==> src/sv/ntp_hp_pkg.sv <==
`default_nettype none

package ntp_hp_pkg;

  // Header geometry: the store is organised as 64-bit words of eight byte lanes.
  localparam int HEADER_BYTES   = 48;
  localparam int CNT_W          = $clog2(HEADER_BYTES + 1);
  localparam int LANES          = 8;
  localparam int LANE_W         = $clog2(LANES);
  localparam int WORDS_PER_BANK = HEADER_BYTES / LANES;
  localparam int WORD_W         = $clog2(WORDS_PER_BANK);
  localparam int BANKS          = 2;
  localparam int ADDR_W         = $clog2(BANKS) + WORD_W;
  localparam int MEM_DEPTH      = 2 ** ADDR_W;
  localparam int DATA_W         = 8 * LANES;

  // Job queue and result queue sizes.
  localparam int JOBQ_DEPTH = 2;
  localparam int JOBQ_CNT_W = 2;
  localparam int RESQ_DEPTH = 2;
  localparam int RESQ_CNT_W = 2;

  localparam logic [15:0] SERVICE_PORT_RST = 16'd123;
  localparam logic [2:0]  HDR_VERSION      = 3'd4;
  localparam logic [2:0]  MODE_CLIENT      = 3'd3;
  localparam logic [2:0]  MODE_SERVER      = 3'd4;
  localparam logic [7:0]  STRATUM_MAX      = 8'd16;
  localparam logic [7:0]  POLL_MAX         = 8'd17;

  // Kiss-o'-death reference identifiers, ASCII big-endian.
  localparam logic [31:0] KISS_WORD_INIT = 32'h494E_4954;
  localparam logic [31:0] KISS_WORD_STEP = 32'h5354_4550;
  localparam logic [31:0] KISS_WORD_DENY = 32'h4445_4E59;
  localparam logic [31:0] KISS_WORD_RATE = 32'h5241_5445;

  typedef enum logic [2:0] {
    ST_OK      = 3'd0,
    ST_PORT    = 3'd1,
    ST_SHORT   = 3'd2,
    ST_VERSION = 3'd3,
    ST_MODE    = 3'd4,
    ST_STRATUM = 3'd5,
    ST_POLL    = 3'd6
  } status_t;

  typedef enum logic [3:0] {
    FLD_LEAP       = 4'd0,
    FLD_VERSION    = 4'd1,
    FLD_MODE       = 4'd2,
    FLD_STRATUM    = 4'd3,
    FLD_POLL       = 4'd4,
    FLD_PRECISION  = 4'd5,
    FLD_DELAY      = 4'd6,
    FLD_DISPERSION = 4'd7,
    FLD_REFID      = 4'd8,
    FLD_KISS       = 4'd9,
    FLD_REF_TS     = 4'd10,
    FLD_ORG_TS     = 4'd11,
    FLD_RCV_TS     = 4'd12,
    FLD_XMT_TS     = 4'd13
  } field_t;

  typedef enum logic [2:0] {
    KISS_NONE = 3'd0,
    KISS_INIT = 3'd1,
    KISS_STEP = 3'd2,
    KISS_DENY = 3'd3,
    KISS_RATE = 3'd4
  } kiss_t;

  // One finished packet waiting for its results to be emitted.
  typedef struct packed {
    status_t status;
    logic    bank;
    logic    stratum_zero;
  } job_t;

  // Emitter feedback to the ingest side.
  typedef struct packed {
    logic pop;
    logic free_bank;
    logic bank;
  } job_ack_t;

  // One byte-lane write into the header store.
  typedef struct packed {
    logic              en;
    logic [ADDR_W-1:0] addr;
    logic [LANE_W-1:0] lane;
    logic [7:0]        data;
  } mem_wr_t;

  typedef struct packed {
    status_t     status;
    logic [3:0]  field_id;
    logic [63:0] field_value;
    logic        final_result;
  } result_t;

  // Store word that holds a given header field.
  function automatic logic [WORD_W-1:0] field_word(field_t fld);
    logic [WORD_W-1:0] w;
    w = '0;
    unique case (fld) inside
      FLD_LEAP, FLD_VERSION, FLD_MODE, FLD_STRATUM, FLD_POLL, FLD_PRECISION,
      FLD_DELAY:                          w = WORD_W'(0);
      FLD_DISPERSION, FLD_REFID, FLD_KISS: w = WORD_W'(1);
      FLD_REF_TS:                         w = WORD_W'(2);
      FLD_ORG_TS:                         w = WORD_W'(3);
      FLD_RCV_TS:                         w = WORD_W'(4);
      FLD_XMT_TS:                         w = WORD_W'(5);
      default:                            w = '0;
    endcase
    return w;
  endfunction

endpackage

`default_nettype wire

==> src/sv/ntp_hp_byte_if.sv <==
`default_nettype none

interface ntp_hp_byte_if;
  logic        valid;
  logic        ready;
  logic [7:0]  data_byte;
  logic        first_byte;
  logic        last_byte;
  logic [15:0] source_port;
  logic [15:0] destination_port;

  modport source (
    output valid, data_byte, first_byte, last_byte, source_port, destination_port,
    input  ready
  );
  modport sink (
    input  valid, data_byte, first_byte, last_byte, source_port, destination_port,
    output ready
  );
endinterface

`default_nettype wire

==> src/sv/ntp_hp_result_if.sv <==
`default_nettype none

interface ntp_hp_result_if;
  logic        valid;
  logic        ready;
  logic [2:0]  status;
  logic [3:0]  field_id;
  logic [63:0] field_value;
  logic        final_result;

  modport source (
    output valid, status, field_id, field_value, final_result,
    input  ready
  );
  modport sink (
    input  valid, status, field_id, field_value, final_result,
    output ready
  );
endinterface

`default_nettype wire

==> src/sv/ntp_hp_store.sv <==
`default_nettype none

// Two-bank header store: byte-lane writes, one registered 64-bit word read.
module ntp_hp_store (
  input  wire logic                           clk,
  input  wire ntp_hp_pkg::mem_wr_t            wr,
  input  wire logic                           rd_en,
  input  wire logic [ntp_hp_pkg::ADDR_W-1:0]  rd_addr,
  output logic      [ntp_hp_pkg::DATA_W-1:0]  rd_data_r
);

  logic [ntp_hp_pkg::DATA_W-1:0] hdr_mem_r [ntp_hp_pkg::MEM_DEPTH];
  logic [ntp_hp_pkg::LANE_W+2:0] bit_base;

  // Lane zero is the most significant byte, so a word reads big-endian.
  always_comb begin
    bit_base = {ntp_hp_pkg::LANE_W'(ntp_hp_pkg::LANES - 1) - wr.lane, 3'b000};
  end

  always_ff @(posedge clk) begin
    if (wr.en) begin
      hdr_mem_r[wr.addr][bit_base +: 8] <= wr.data;
    end
    if (rd_en) begin
      rd_data_r <= hdr_mem_r[rd_addr];
    end
  end

endmodule

`default_nettype wire

==> src/sv/ntp_hp_ingest.sv <==
`default_nettype none

// Byte intake: counts and stores header bytes, runs the header checks on the
// last byte and queues one job per packet.
module ntp_hp_ingest (
  input  wire logic                  clk,
  input  wire logic                  rst_n,
  ntp_hp_byte_if.sink                in_ch,
  input  wire logic                  cfg_wr_en,
  input  wire logic [15:0]           cfg_wr_data,
  output ntp_hp_pkg::mem_wr_t        mem_wr,
  output ntp_hp_pkg::job_t           job_head,
  output logic                       job_vld,
  input  wire ntp_hp_pkg::job_ack_t  job_ack
);

  localparam int CW = ntp_hp_pkg::CNT_W;
  localparam int QW = ntp_hp_pkg::JOBQ_CNT_W;
  localparam logic [CW-1:0] HDR_CNT = CW'(ntp_hp_pkg::HEADER_BYTES);

  logic [CW-1:0] byte_cnt_r, byte_cnt_nxt;
  logic          pm_r, pm_nxt;
  logic [15:0]   svc_port_r;
  logic [7:0]    hdr0_r, stratum_r, poll_r;
  logic          wb_r, wb_nxt;
  logic [1:0]    busy_r, busy_nxt;

  ntp_hp_pkg::job_t q_mem_r [ntp_hp_pkg::JOBQ_DEPTH];
  logic             q_wp_r, q_rp_r;
  logic [QW-1:0]    q_cnt_r, q_cnt_nxt;

  logic                accept, push, good, store_en;
  logic [CW-1:0]       cnt_eff, cnt_end;
  logic                pm_eff;
  logic [7:0]          b0_eff, stratum_eff, poll_eff;
  ntp_hp_pkg::status_t status;
  ntp_hp_pkg::job_t    job_new;

  assign in_ch.ready = !busy_r[wb_r] && (q_cnt_r != QW'(ntp_hp_pkg::JOBQ_DEPTH));
  assign accept      = in_ch.valid && in_ch.ready;

  always_comb begin
    cnt_eff     = in_ch.first_byte ? '0 : byte_cnt_r;
    store_en    = cnt_eff < HDR_CNT;
    cnt_end     = store_en ? cnt_eff + CW'(1) : cnt_eff;
    pm_eff      = in_ch.first_byte ?
                  ((in_ch.source_port == svc_port_r) ||
                   (in_ch.destination_port == svc_port_r)) : pm_r;
    b0_eff      = (cnt_eff == CW'(0)) ? in_ch.data_byte : hdr0_r;
    stratum_eff = (cnt_eff == CW'(1)) ? in_ch.data_byte : stratum_r;
    poll_eff    = (cnt_eff == CW'(2)) ? in_ch.data_byte : poll_r;

    if (!pm_eff) begin
      status = ntp_hp_pkg::ST_PORT;
    end else if (cnt_end < HDR_CNT) begin
      status = ntp_hp_pkg::ST_SHORT;
    end else if (b0_eff[5:3] != ntp_hp_pkg::HDR_VERSION) begin
      status = ntp_hp_pkg::ST_VERSION;
    end else if ((b0_eff[2:0] != ntp_hp_pkg::MODE_CLIENT) &&
                 (b0_eff[2:0] != ntp_hp_pkg::MODE_SERVER)) begin
      status = ntp_hp_pkg::ST_MODE;
    end else if (stratum_eff > ntp_hp_pkg::STRATUM_MAX) begin
      status = ntp_hp_pkg::ST_STRATUM;
    end else if (poll_eff > ntp_hp_pkg::POLL_MAX) begin
      status = ntp_hp_pkg::ST_POLL;
    end else begin
      status = ntp_hp_pkg::ST_OK;
    end

    push = accept && in_ch.last_byte;
    good = push && (status == ntp_hp_pkg::ST_OK);

    job_new.status       = status;
    job_new.bank         = wb_r;
    job_new.stratum_zero = (stratum_eff == 8'd0);

    mem_wr.en   = accept && store_en;
    mem_wr.addr = {wb_r, cnt_eff[CW-1:ntp_hp_pkg::LANE_W]};
    mem_wr.lane = cnt_eff[ntp_hp_pkg::LANE_W-1:0];
    mem_wr.data = in_ch.data_byte;

    byte_cnt_nxt = byte_cnt_r;
    pm_nxt       = pm_r;
    if (accept) begin
      byte_cnt_nxt = in_ch.last_byte ? '0 : cnt_end;
      pm_nxt       = in_ch.last_byte ? 1'b0 : pm_eff;
    end

    // A good packet keeps its bank until its last field has been read.
    busy_nxt = busy_r;
    if (job_ack.free_bank) begin
      busy_nxt[job_ack.bank] = 1'b0;
    end
    if (good) begin
      busy_nxt[wb_r] = 1'b1;
    end
    wb_nxt = good ? !wb_r : wb_r;

    q_cnt_nxt = q_cnt_r + QW'(push) - QW'(job_ack.pop);
  end

  assign job_vld  = (q_cnt_r != '0);
  assign job_head = q_mem_r[q_rp_r];

  always_ff @(posedge clk) begin
    if (!rst_n) begin
      byte_cnt_r <= '0;
      pm_r       <= 1'b0;
      svc_port_r <= ntp_hp_pkg::SERVICE_PORT_RST;
      wb_r       <= 1'b0;
      busy_r     <= '0;
      q_wp_r     <= 1'b0;
      q_rp_r     <= 1'b0;
      q_cnt_r    <= '0;
    end else begin
      byte_cnt_r <= byte_cnt_nxt;
      pm_r       <= pm_nxt;
      wb_r       <= wb_nxt;
      busy_r     <= busy_nxt;
      q_cnt_r    <= q_cnt_nxt;
      if (cfg_wr_en) begin
        svc_port_r <= cfg_wr_data;
      end
      if (push) begin
        q_wp_r <= !q_wp_r;
      end
      if (job_ack.pop) begin
        q_rp_r <= !q_rp_r;
      end
    end
  end

  always_ff @(posedge clk) begin
    if (push) begin
      q_mem_r[q_wp_r] <= job_new;
    end
    if (accept && (cnt_eff == CW'(0))) begin
      hdr0_r <= in_ch.data_byte;
    end
    if (accept && (cnt_eff == CW'(1))) begin
      stratum_r <= in_ch.data_byte;
    end
    if (accept && (cnt_eff == CW'(2))) begin
      poll_r <= in_ch.data_byte;
    end
  end

endmodule

`default_nettype wire

==> src/sv/ntp_hp_emit.sv <==
`default_nettype none

// Result sequencer: walks the fields of the head job, reads one store word per
// good-job field, formats it and queues the result for the output channel.
module ntp_hp_emit (
  input  wire logic                           clk,
  input  wire logic                           rst_n,
  input  wire ntp_hp_pkg::job_t               job_head,
  input  wire logic                           job_vld,
  output ntp_hp_pkg::job_ack_t                job_ack,
  output logic                                rd_en,
  output logic      [ntp_hp_pkg::ADDR_W-1:0]  rd_addr,
  input  wire logic [ntp_hp_pkg::DATA_W-1:0]  rd_data,
  ntp_hp_result_if.source                     out_ch
);

  localparam int RW = ntp_hp_pkg::RESQ_CNT_W;

  ntp_hp_pkg::field_t  fid_r, fid_nxt;
  logic                s1_vld_r;
  ntp_hp_pkg::status_t s1_status_r;
  ntp_hp_pkg::field_t  s1_fid_r;
  logic                s1_kz_r;
  logic                s1_final_r;

  ntp_hp_pkg::result_t rq_mem_r [ntp_hp_pkg::RESQ_DEPTH];
  logic                rq_wp_r, rq_rp_r;
  logic [RW-1:0]       rq_cnt_r;

  logic                is_err, last_fld, issue, pop_out;
  logic [RW:0]         occupancy;
  logic [31:0]         refid;
  ntp_hp_pkg::kiss_t   kiss;
  ntp_hp_pkg::result_t res;

  always_comb begin
    pop_out   = out_ch.valid && out_ch.ready;
    // Queue occupancy after this cycle, counting the read already in flight.
    occupancy = (RW+1)'(rq_cnt_r) + (RW+1)'(s1_vld_r) - (RW+1)'(pop_out);
    is_err    = (job_head.status != ntp_hp_pkg::ST_OK);
    last_fld  = is_err || (fid_r == ntp_hp_pkg::FLD_XMT_TS);
    issue     = job_vld && (occupancy < (RW+1)'(ntp_hp_pkg::RESQ_DEPTH));

    job_ack.pop       = issue && last_fld;
    job_ack.free_bank = issue && !is_err && (fid_r == ntp_hp_pkg::FLD_XMT_TS);
    job_ack.bank      = job_head.bank;

    rd_en   = issue && !is_err;
    rd_addr = {job_head.bank, ntp_hp_pkg::field_word(fid_r)};

    fid_nxt = fid_r;
    if (issue) begin
      fid_nxt = last_fld ? ntp_hp_pkg::FLD_LEAP : ntp_hp_pkg::field_t'(fid_r + 4'd1);
    end
  end

  // Field extraction from the registered store word.
  always_comb begin
    refid = rd_data[31:0];
    kiss  = ntp_hp_pkg::KISS_NONE;
    if (s1_kz_r) begin
      if (refid == ntp_hp_pkg::KISS_WORD_INIT) begin
        kiss = ntp_hp_pkg::KISS_INIT;
      end else if (refid == ntp_hp_pkg::KISS_WORD_STEP) begin
        kiss = ntp_hp_pkg::KISS_STEP;
      end else if (refid == ntp_hp_pkg::KISS_WORD_DENY) begin
        kiss = ntp_hp_pkg::KISS_DENY;
      end else if (refid == ntp_hp_pkg::KISS_WORD_RATE) begin
        kiss = ntp_hp_pkg::KISS_RATE;
      end
    end

    res.status       = s1_status_r;
    res.field_id     = s1_fid_r;
    res.final_result = s1_final_r;
    res.field_value  = '0;
    if (s1_status_r == ntp_hp_pkg::ST_OK) begin
      unique case (s1_fid_r)
        ntp_hp_pkg::FLD_LEAP:       res.field_value = 64'(rd_data[63:62]);
        ntp_hp_pkg::FLD_VERSION:    res.field_value = 64'(rd_data[61:59]);
        ntp_hp_pkg::FLD_MODE:       res.field_value = 64'(rd_data[58:56]);
        ntp_hp_pkg::FLD_STRATUM:    res.field_value = 64'(rd_data[55:48]);
        ntp_hp_pkg::FLD_POLL:       res.field_value = 64'(rd_data[47:40]);
        ntp_hp_pkg::FLD_PRECISION:  res.field_value = 64'(rd_data[39:32]);
        ntp_hp_pkg::FLD_DELAY:      res.field_value = 64'(rd_data[31:0]);
        ntp_hp_pkg::FLD_DISPERSION: res.field_value = 64'(rd_data[63:32]);
        ntp_hp_pkg::FLD_REFID:      res.field_value = 64'(refid);
        ntp_hp_pkg::FLD_KISS:       res.field_value = 64'(kiss);
        ntp_hp_pkg::FLD_REF_TS,
        ntp_hp_pkg::FLD_ORG_TS,
        ntp_hp_pkg::FLD_RCV_TS,
        ntp_hp_pkg::FLD_XMT_TS:     res.field_value = rd_data;
        default:                    res.field_value = '0;
      endcase
    end
  end

  assign out_ch.valid        = (rq_cnt_r != '0);
  assign out_ch.status       = rq_mem_r[rq_rp_r].status;
  assign out_ch.field_id     = rq_mem_r[rq_rp_r].field_id;
  assign out_ch.field_value  = rq_mem_r[rq_rp_r].field_value;
  assign out_ch.final_result = rq_mem_r[rq_rp_r].final_result;

  always_ff @(posedge clk) begin
    if (!rst_n) begin
      fid_r    <= ntp_hp_pkg::FLD_LEAP;
      s1_vld_r <= 1'b0;
      rq_wp_r  <= 1'b0;
      rq_rp_r  <= 1'b0;
      rq_cnt_r <= '0;
    end else begin
      fid_r    <= fid_nxt;
      s1_vld_r <= issue;
      rq_cnt_r <= rq_cnt_r + RW'(s1_vld_r) - RW'(pop_out);
      if (s1_vld_r) begin
        rq_wp_r <= !rq_wp_r;
      end
      if (pop_out) begin
        rq_rp_r <= !rq_rp_r;
      end
    end
  end

  always_ff @(posedge clk) begin
    if (issue) begin
      s1_status_r <= job_head.status;
      s1_fid_r    <= is_err ? ntp_hp_pkg::FLD_LEAP : fid_r;
      s1_kz_r     <= job_head.stratum_zero;
      s1_final_r  <= last_fld;
    end
    if (s1_vld_r) begin
      rq_mem_r[rq_wp_r] <= res;
    end
  end

endmodule

`default_nettype wire

==> src/sv/ntp_header_parser_unit.sv <==
// Channel   Direction  Transfer payload
// in_ch     sink       data_byte, first_byte, last_byte, source_port, destination_port
// out_ch    source     status, field_id, field_value, final_result
// cfg_*     write      cfg_wr_data = service_port, taken when cfg_wr_en is high
//
// One payload byte is taken per cycle while in_ch is ready. A packet that
// passes its checks gives 14 results, one per cycle while out_ch is ready;
// a failed packet gives one result. The intake, from state the emitter
// frees, sets when input stalls: in_ch waits while two packets sit in the
// job queue, or while the bank it would write still holds unread fields.
// Reset is synchronous and active low; the store needs no clearing pass.
`default_nettype none

module ntp_header_parser_unit (
  input  wire logic        clk,
  input  wire logic        rst_n,
  ntp_hp_byte_if.sink      in_ch,
  ntp_hp_result_if.source  out_ch,
  input  wire logic        cfg_wr_en,
  input  wire logic [15:0] cfg_wr_data
);

  // The header store holds two banks of 48 bytes, laid out as six 64-bit words
  // each. While the results of one good packet are read from one bank, the
  // next packet is written into the other, so a stream of back-to-back
  // packets loads and drains at the same time.
  ntp_hp_pkg::mem_wr_t                mem_wr;
  ntp_hp_pkg::job_t                   job_head;
  logic                               job_vld;
  ntp_hp_pkg::job_ack_t               job_ack;
  logic                               rd_en;
  logic [ntp_hp_pkg::ADDR_W-1:0]      rd_addr;
  logic [ntp_hp_pkg::DATA_W-1:0]      rd_data;

  // Intake side: byte counting, port match, checks on the last byte, bank
  // selection and the queue of finished packets.
  ntp_hp_ingest u_ingest (
    .clk         (clk),
    .rst_n       (rst_n),
    .in_ch       (in_ch),
    .cfg_wr_en   (cfg_wr_en),
    .cfg_wr_data (cfg_wr_data),
    .mem_wr      (mem_wr),
    .job_head    (job_head),
    .job_vld     (job_vld),
    .job_ack     (job_ack)
  );

  // Dual-bank store with byte-lane writes and a registered word read.
  ntp_hp_store u_store (
    .clk       (clk),
    .wr        (mem_wr),
    .rd_en     (rd_en),
    .rd_addr   (rd_addr),
    .rd_data_r (rd_data)
  );

  // Emitter: one store read per field of a good packet, then a two-entry result
  // queue that decouples the output transfer from the read pipeline.
  ntp_hp_emit u_emit (
    .clk      (clk),
    .rst_n    (rst_n),
    .job_head (job_head),
    .job_vld  (job_vld),
    .job_ack  (job_ack),
    .rd_en    (rd_en),
    .rd_addr  (rd_addr),
    .rd_data  (rd_data),
    .out_ch   (out_ch)
  );

endmodule

`default_nettype wire

==> src/flat_wrapper.sv <==
// flat-port wrapper written by rule: the top's interface ports become plain ports
module ntp_header_parser_unit_flat 
  (clk, rst_n, cfg_wr_en, cfg_wr_data, in_ch_valid, in_ch_data_byte, in_ch_first_byte, in_ch_last_byte, in_ch_source_port, in_ch_destination_port, in_ch_ready, out_ch_valid, out_ch_status, out_ch_field_id, out_ch_field_value, out_ch_final_result, out_ch_ready);
  ntp_hp_byte_if in_ch_i ();
  ntp_hp_result_if out_ch_i ();
  input  wire logic clk;
  input  wire logic rst_n;
  input  wire logic cfg_wr_en;
  input  wire logic [15:0] cfg_wr_data;
  input wire logic [$bits(in_ch_i.valid)-1:0] in_ch_valid;
  input wire logic [$bits(in_ch_i.data_byte)-1:0] in_ch_data_byte;
  input wire logic [$bits(in_ch_i.first_byte)-1:0] in_ch_first_byte;
  input wire logic [$bits(in_ch_i.last_byte)-1:0] in_ch_last_byte;
  input wire logic [$bits(in_ch_i.source_port)-1:0] in_ch_source_port;
  input wire logic [$bits(in_ch_i.destination_port)-1:0] in_ch_destination_port;
  output wire logic [$bits(in_ch_i.ready)-1:0] in_ch_ready;
  output wire logic [$bits(out_ch_i.valid)-1:0] out_ch_valid;
  output wire logic [$bits(out_ch_i.status)-1:0] out_ch_status;
  output wire logic [$bits(out_ch_i.field_id)-1:0] out_ch_field_id;
  output wire logic [$bits(out_ch_i.field_value)-1:0] out_ch_field_value;
  output wire logic [$bits(out_ch_i.final_result)-1:0] out_ch_final_result;
  input wire logic [$bits(out_ch_i.ready)-1:0] out_ch_ready;
  assign in_ch_i.valid = in_ch_valid;
  assign in_ch_i.data_byte = in_ch_data_byte;
  assign in_ch_i.first_byte = in_ch_first_byte;
  assign in_ch_i.last_byte = in_ch_last_byte;
  assign in_ch_i.source_port = in_ch_source_port;
  assign in_ch_i.destination_port = in_ch_destination_port;
  assign in_ch_ready = in_ch_i.ready;
  assign out_ch_valid = out_ch_i.valid;
  assign out_ch_status = out_ch_i.status;
  assign out_ch_field_id = out_ch_i.field_id;
  assign out_ch_field_value = out_ch_i.field_value;
  assign out_ch_final_result = out_ch_i.final_result;
  assign out_ch_i.ready = out_ch_ready;
  ntp_header_parser_unit u_core (.clk(clk), .rst_n(rst_n), .in_ch(in_ch_i), .out_ch(out_ch_i), .cfg_wr_en(cfg_wr_en), .cfg_wr_data(cfg_wr_data));
endmodule
==> config.mk <==
export PLATFORM = sky130hd
export DESIGN_NAME = ntp_header_parser_unit_flat
export DESIGN_NICKNAME = d
export VERILOG_FILES = /design/src/sv/ntp_hp_pkg.sv /design/src/sv/ntp_hp_byte_if.sv /design/src/sv/ntp_hp_result_if.sv /design/src/sv/ntp_hp_store.sv /design/src/sv/ntp_hp_ingest.sv /design/src/sv/ntp_hp_emit.sv /design/src/sv/ntp_header_parser_unit.sv /design/src/flat_wrapper.sv
export SDC_FILE = /design/constraint.sdc
export NUM_CORES = 2
export LEC_CHECK = 0
export CAP_MARGIN = 20
export CORE_MARGIN = 3
export CORE_UTILIZATION = 35
export CTS_CLUSTER_DIAMETER = 150
export CTS_CLUSTER_SIZE = 40
export DETAILED_ROUTE_END_ITERATION = 16
export DONT_BUFFER_PORTS = 1
export HOLD_SLACK_MARGIN = 0.05
export PLACE_DENSITY = 0.58
export SKIP_CTS_REPAIR_TIMING = 1
export SLEW_MARGIN = 25
export SYNTH_ARGS = -nofsm -noshare
export SYNTH_HDL_FRONTEND = slang
export SYNTH_HIERARCHICAL = 1
export SYNTH_SLANG_ARGS = --single-unit
==> constraint.sdc <==
create_clock -name clk -period 5.9 [get_ports clk]
set_input_delay 0.885 -clock clk [delete_from_list [all_inputs] [get_ports clk]]
set_output_delay 0.885 -clock clk [all_outputs]
set_load 0.01 [all_outputs]
After elaboration in Yosys (flattened, before gate mapping)
Memories as Yosys holds them, arrays and structs flattened. A register that Yosys moved wholly into a read port is not among the register bits.
Index checks and enable logic that the tools add are counted.
{"block": "op_classes", "n_addsub": 10, "magnitude_cmp": 9, "n_eq_ne": 32, "n_shift": 2, "n_mux": 41, "n_bitwise": 3, "reduce_logical": 36}
{"cell": "one-hot mux 64 bit (10 select lines)", "n": 1}
{"cell": "equality test 32 x 31 -> 1 bit, second input constant", "n": 4}
{"cell": "2-to-1 mux 64 bit", "n": 2}
{"cell": "variable shift 8 x 8 -> 64 bit, first input constant", "n": 1}
{"cell": "indexed part select 8 x 8 -> 64 bit", "n": 1}
{"cell": "equality test 4 bit, second input constant", "n": 12}
{"cell": "2-to-1 mux 3 bit", "n": 11}
{"cell": "equality test 16 bit", "n": 2}
{"cell": "2-to-1 mux 6 bit", "n": 4}
{"cell": "equality test 4 x 3 -> 1 bit, second input constant", "n": 5}
{"cell": "greater-than comparator 8 x 5 -> 1 bit, second input constant", "n": 2}
{"cell": "logical AND 1 bit", "n": 16}
{"cell": "2-to-1 mux 8 bit", "n": 2}
{"cell": "2-to-1 mux 1 bit", "n": 15}
{"cell": "one-hot mux 3 bit (5 select lines)", "n": 1}
{"cell": "less-than comparator 6 bit, second input constant", "n": 2}
{"cell": "equality test 4 x 2 -> 1 bit, second input constant", "n": 2}
{"cell": "zero test 8 bit", "n": 1}
{"cell": "negator 6 -> 8 bit", "n": 1}
{"cell": "zero test 1 bit", "n": 7}
{"cell": "adder 6 x 1 -> 6 bit, second input constant", "n": 1}
{"cell": "equality test 6 x 1 -> 1 bit, second input constant", "n": 1}
{"cell": "equality test 6 x 2 -> 1 bit, second input constant", "n": 1}
{"cell": "zero test 3 bit", "n": 2}
{"cell": "other kinds (27)", "n": 36}
{"block": "word_totals", "regBits": 70, "ram_bits": 1178, "inputBits": 63, "output_inout_bits": 74, "wordCells": 156, "n_memories": 3}
{"memory": "u_core.u_store.hdr_mem_r", "depth": 16, "width": 64, "read_ports": 1, "rd_clocked_by_memory_dff": 1, "wr": 1, "line": "ntp_hp_store.sv:12", "rtl": "logic [ntp_hp_pkg::DATA_W-1:0] hdr_mem_r [ntp_hp_pkg::MEM_DEPTH];"}
{"memory": "u_core.u_emit.rq_mem_r", "depth": 2, "width": 72, "read_ports": 1, "rd_clocked_by_memory_dff": 1, "wr": 1, "line": "ntp_hp_emit.sv:26", "rtl": "ntp_hp_pkg::result_t rq_mem_r [ntp_hp_pkg::RESQ_DEPTH];"}
{"memory": "u_core.u_ingest.q_mem_r", "depth": 2, "width": 5, "read_ports": 1, "rd_clocked_by_memory_dff": 1, "wr": 1, "line": "ntp_hp_ingest.sv:28", "rtl": "ntp_hp_pkg::job_t q_mem_r [ntp_hp_pkg::JOBQ_DEPTH];"}

Depth between registers and ports, before layout
{"block": "depth", "ltp_word": 13, "mapped_depth": 17, "ltp_nobuf": 16}

Hierarchy
The synthesis kept the hierarchy.
{"mod": "ntp_hp_store", "instances": 1, "cells_each": 1904, "area_per_inst_um2": 41418.5, "seq_area_each_um2": 32671.3}
{"mod": "ntp_hp_emit", "instances": 1, "cells_each": 474, "area_per_inst_um2": 7236.9, "seq_area_each_um2": 4794.6}
{"mod": "ntp_hp_ingest", "instances": 1, "cells_each": 277, "area_per_inst_um2": 3050.4, "seq_area_each_um2": 1551.5}

Worst setup path before layout
No wires, ideal clock.
{"block": "synth_timing", "kind": "input-to-reg", "startpoint": "input out_ch_ready", "endpoint": "register u_core/u_store/rd_data_r[0] in the netlist's numbering, read port of u_core.u_store.hdr_mem_r, enable pin", "arrival_time_ns": 5.029, "required_time_ns": 5.414, "path_slack_ns": 0.385, "cell_stages": 10, "n_path_buf": 1, "cell_sequence": "and2_1 -> ha_1 -> inv_1 -> ha_1 -> inv_1 -> fa_1 -> xnor2_1 -> nand3_1 -> clkbuf_1 -> nor2_1"}
{"block": "synth_between", "elab_chain_len": 5}
{"item": "start, declared", "line": "flat_wrapper.sv:22", "rtl": "input wire logic [$bits(out_ch_i.ready)-1:0] out_ch_ready;"}
{"item": "logical AND 1 bit", "line": "ntp_hp_emit.sv:37", "rtl": "pop_out = out_ch.valid && out_ch.ready;"}
{"item": "subtractor 3 x 1 -> 3 bit", "line": "ntp_hp_emit.sv:39", "rtl": "occupancy = (RW+1)'(rq_cnt_r) + (RW+1)'(s1_vld_r) - (RW+1)'(pop_out);"}
{"item": "less-than comparator 3 x 2 -> 1 bit", "line": "ntp_hp_emit.sv:42", "rtl": "issue = job_vld && (occupancy < (RW+1)'(ntp_hp_pkg::RESQ_DEPTH));"}
{"item": "logical AND 1 bit", "line": "ntp_hp_emit.sv:42"}
{"item": "logical AND 1 bit", "line": "ntp_hp_emit.sv:48", "rtl": "rd_en = issue && !is_err;"}
{"item": "via u_core.rd_en", "line": "ntp_header_parser_unit.sv:31", "rtl": "logic rd_en;"}
{"item": "end, declared", "line": "ntp_hp_store.sv:9", "rtl": "output logic [ntp_hp_pkg::DATA_W-1:0] rd_data_r"}
The timed path passes the listed nets, and every way through them passes these cells.
A chain may end at the register's enable or synchronous reset.

==> impl_metrics.yaml <==
place:
  dpl.hpwl_mm: 84.4
  place.port_buffers: 0
  place_congestion: 0.854
  dp.cells: 4457
setup_path:
  critical_path_required_ps: 6190
  timing.rr.end: "u_core/u_store/hdr_mem_r[12][7]"
  path_common_cell: "nand2_1"
  end_kind: "flop"
  rr_worst_depth: 7
  max_stage_delay_ps: 750
  critPathKind: "reg2reg"
  r2r_start: "u_core/u_ingest/wb_r"
  path_cells: "nor2b_1 -> a221oi_1 -> nand2_1 -> a21oi_1 -> nor3b_1 -> nand2_1 -> nor2_1"
  crit_slowest_cell: "nor2_1"
  startpoint: "u_core/u_ingest/wb_r"
  cp-start-kind: "flop"
  crit_end: "u_core/u_store/hdr_mem_r[12][7]"
  rrSetupSlack_ps: 1470
  arrival_ps: 4720
  critPathMaxFanout: 12
die:
  rows: 140
  dieWidth_um: 390
  die_h_um: 390
  initial_core_util: 0.354
  coreArea_um2: 146000
  dieArea_um2: 152000
  io_pins: 137
yosys:
  seq_area_frac_synth: 0.755
  syn_area_per_cell_um2: 19.5
  synthSimpleGateAreaFrac: 0.0526
  synth_fa_ha_area_frac: 0.00402
  netlist_instances: 2655
  synth_ff_type: "edfxtp_1"
  synth_nets: 2734
  synth_edf_count: 1272
  synth_cell_types: 76
  synth-seq-cells: 1313
  ys_async_sr_fraction: 0
  synth_mux_area_frac: 0.133
  synth-xor-area-share: 0.00661
  synth_compound_area_frac: 0.0333
  ys_warn_count: 6
  synth.cell_area_um2: 51700
  synth_top_family_by_area: "multiplexers"
detailed_routing:
  antenna_left: 0
  viasPerCell: 5.53
  first_pass_iters: 5
  first_iter_violations: 2995
  wl_per_cell_um: 27.7
  wl_mm: 125
  vias: 25000
  drc_errors: 0
final_layout:
  fin_nets: 2660
  flow.area_growth_from_synthesis_pct: 5.95
  final_cells: 4517
  drive_gt1_frac: 0.168
  layout_common_cells: "edfxtp_1 (1272), mux4_2 (256), nor2_1 (188)"
  multi_input_area_um2: 12000
  final_common_cell: "edfxtp_1"
  regArea_um2: 39000
  nFillCells: 13100
global_route:
  grt_pass1_wl_mm: 180
  grt_usage: 0.162
  antenna_found_initial: 9
  grt_pass1_vias: 24800
  use_met1: 0.225
  grt_max_degree: 174
  grt.busiest_layer: "met2"
  use_met3: 0.0266
  grt_use_met2: 0.262
  grt-ovfl-total: 0
clock_tree:
  clock_latency_ps: 670
  cts_buffers: 38
  cts_buffer_depth: 3
  cts_tree: "done"
  h-tree-depth: 2
  cts.sinks: 1313
  cts_root_buffer: "clkbuf_16"
  clk_pin_slew_ps: 140
power:
  vdd_drop_max_uv: 172
  p_per_area_nw_per_um2: 295
  p_leak_nw: 17.1
flow_run:
  max_cap_violations: 0
sta:
  fmax_mhz: 225
  hold_violations: 0
  fin_skew_ps: 33.1
  setup_viol: 0
  tns_ps: 0
  worstMarginPinSlew_ps: 1040
  rsz0062_at_grt: "false"
  finalCritPeriodShare: 0.752
  fin_crit_ps: 4430
  holdWs_ps: 264
  report.final.slew_viol_count: 0
  slew_headroom: 0.302
status:
  run_status: "finished, final reports clean"
hold_path:
  hp-class: "in2reg"
[through the flow]
stage / utilization / instance area, µm² / setup WS [ps] / power, mW
after floorplan: - / 51700 / 385 / 12.1
after global placement: 0.367 / 53700 / 1650 / 12.6
after detailed placement: 0.367 / 53700 / 1480 / 12.6
after CTS: 0.374 / 54700 / 1480 / 16.3
after global routing: 0.374 / 54800 / 1240 / 16.8
final: 0.375 / 54800 / 1470 / 16.1
[where the power goes]
group	total (mW)	switching, mW	internal (mW)	leakage, nW
Combinational	1.64	1.10	0.544	3.69
Clock	3.75	2.50	1.25	0.505
Sequential	10.7	0.191	10.6	12.9
[how the worst min path moves through the flow]
stage / start / to / slack, ps / cells past startpoint
2_1_floorplan: u_core/u_emit/s1_final_r / u_core/u_emit/rq_mem_r[0][0] / 420 / 0
3_3_place_gp: u_core/u_emit/s1_final_r / u_core/u_emit/rq_mem_r[0][0] / 460 / 0
3_5_place_dp: u_core/u_emit/s1_final_r / u_core/u_emit/rq_mem_r[1][0] / 450 / 0
4_1_cts: rst_n / u_core/u_ingest/svc_port_r[3] / 220 / 1
5_1_grt: rst_n / u_core/u_ingest/svc_port_r[5] / 220 / 1
6_report: rst_n / u_core/u_ingest/svc_port_r[4] / 260 / 1
[layout make-up]
class,count,share of cell area
Tap cell,1917,0.0438
Clock inverter,2,0.000320
Timing Repair Buffer,26,0.00507
Inverter,19,0.00130
Antenna cell,5,0.000228
Multi-Input combinational cell,1183,0.218
Clock buffer,52,0.0187
Sequential cell,1313,0.712
[registers in the layout, indices dropped and copies added, names as in the netlist, 6 cells and up, named ones only]
| register | flops |
|---|---|
| u_core/u_ingest/q_mem_r | 10 |
| u_core/u_ingest/stratum_r | 8 |
| u_core/u_emit/rq_mem_r | 144 |
| u_core/u_ingest/hdr0_r | 6 |
| u_core/u_ingest/byte_cnt_r | 6 |
| u_core/u_ingest/poll_r | 7 |
| u_core/u_ingest/svc_port_r | 16 |
| u_core/u_store/hdr_mem_r | 1024 |
| u_core/u_store/rd_data_r | 64 |
[layer usage]
metal,vias to the layer above,share of wire
li1,10500,-
met1,13300,0.41
met2,1081,0.48
met3,160,0.077
met4,2,0.033
met5,-,0.000096
[critical path: cells and delay by family, from the launching register on]
| kind | cells | cell delay (ps) |
|---|---|---|
| flip-flops | 1 | 520 |
| AO/OA/AOI/OAI | 2 | 1160 |
| AND/OR/NAND/NOR | 5 | 2400 |
[kinds of logic (layout without fill, tap and decap cells)]
logic type	count (synthesis)	in the layout
adder cells (fa/ha/maj)	16	16
AND/OR/NAND/NOR	542	542
AO/OA/AOI/OAI	229	229
buffers and inverters	159	99
other	0	5
XOR/XNOR	39	39
multiplexers	357	357
flip-flops	1313	1313
[Yosys cell counts (3+ instances only)]
library cell / instances / share of area
edfxtp_1: 1272 / 0.74
mux4_2: 256 / 0.11
nor2_1: 191 / 0.014
a22oi_1: 133 / 0.019
nand2_1: 120 / 0.0087
and2_1: 105 / 0.013
mux2_2: 77 / 0.017
clkbuf_1: 63 / 0.0046
dfxtp_1: 41 / 0.016
xnor2_1: 37 / 0.0063
buf_4: 34 / 0.0049
buf_2: 31 / 0.0030
a22o_1: 29 / 0.0049
mux2i_1: 21 / 0.0041
nor2b_1: 18 / 0.0022
inv_1: 17 / 0.0012
nand3_1: 17 / 0.0016
ha_1: 15 / 0.0036
a21oi_1: 14 / 0.0014
nor3_1: 13 / 0.0013
o21ai_0: 12 / 0.0012
nand4_1: 11 / 0.0013
nand2b_1: 8 / 0.00097
nor3b_1: 7 / 0.0010
and3_1: 6 / 0.00073
buf_1: 6 / 0.00044
buf_6: 6 / 0.0013
o22ai_1: 6 / 0.00073
a211oi_1: 5 / 0.00073
a222oi_1: 5 / 0.00097
nor4_1: 5 / 0.00060
and2b_1: 4 / 0.00058
or3_1: 4 / 0.00048
a221oi_1: 3 / 0.00051
and3b_1: 3 / 0.00051
and4_1: 3 / 0.00051
nand3b_1: 3 / 0.00044
o21ai_1: 3 / 0.00029
o41ai_1: 3 / 0.00051
(Power assumes the default switching activity.)
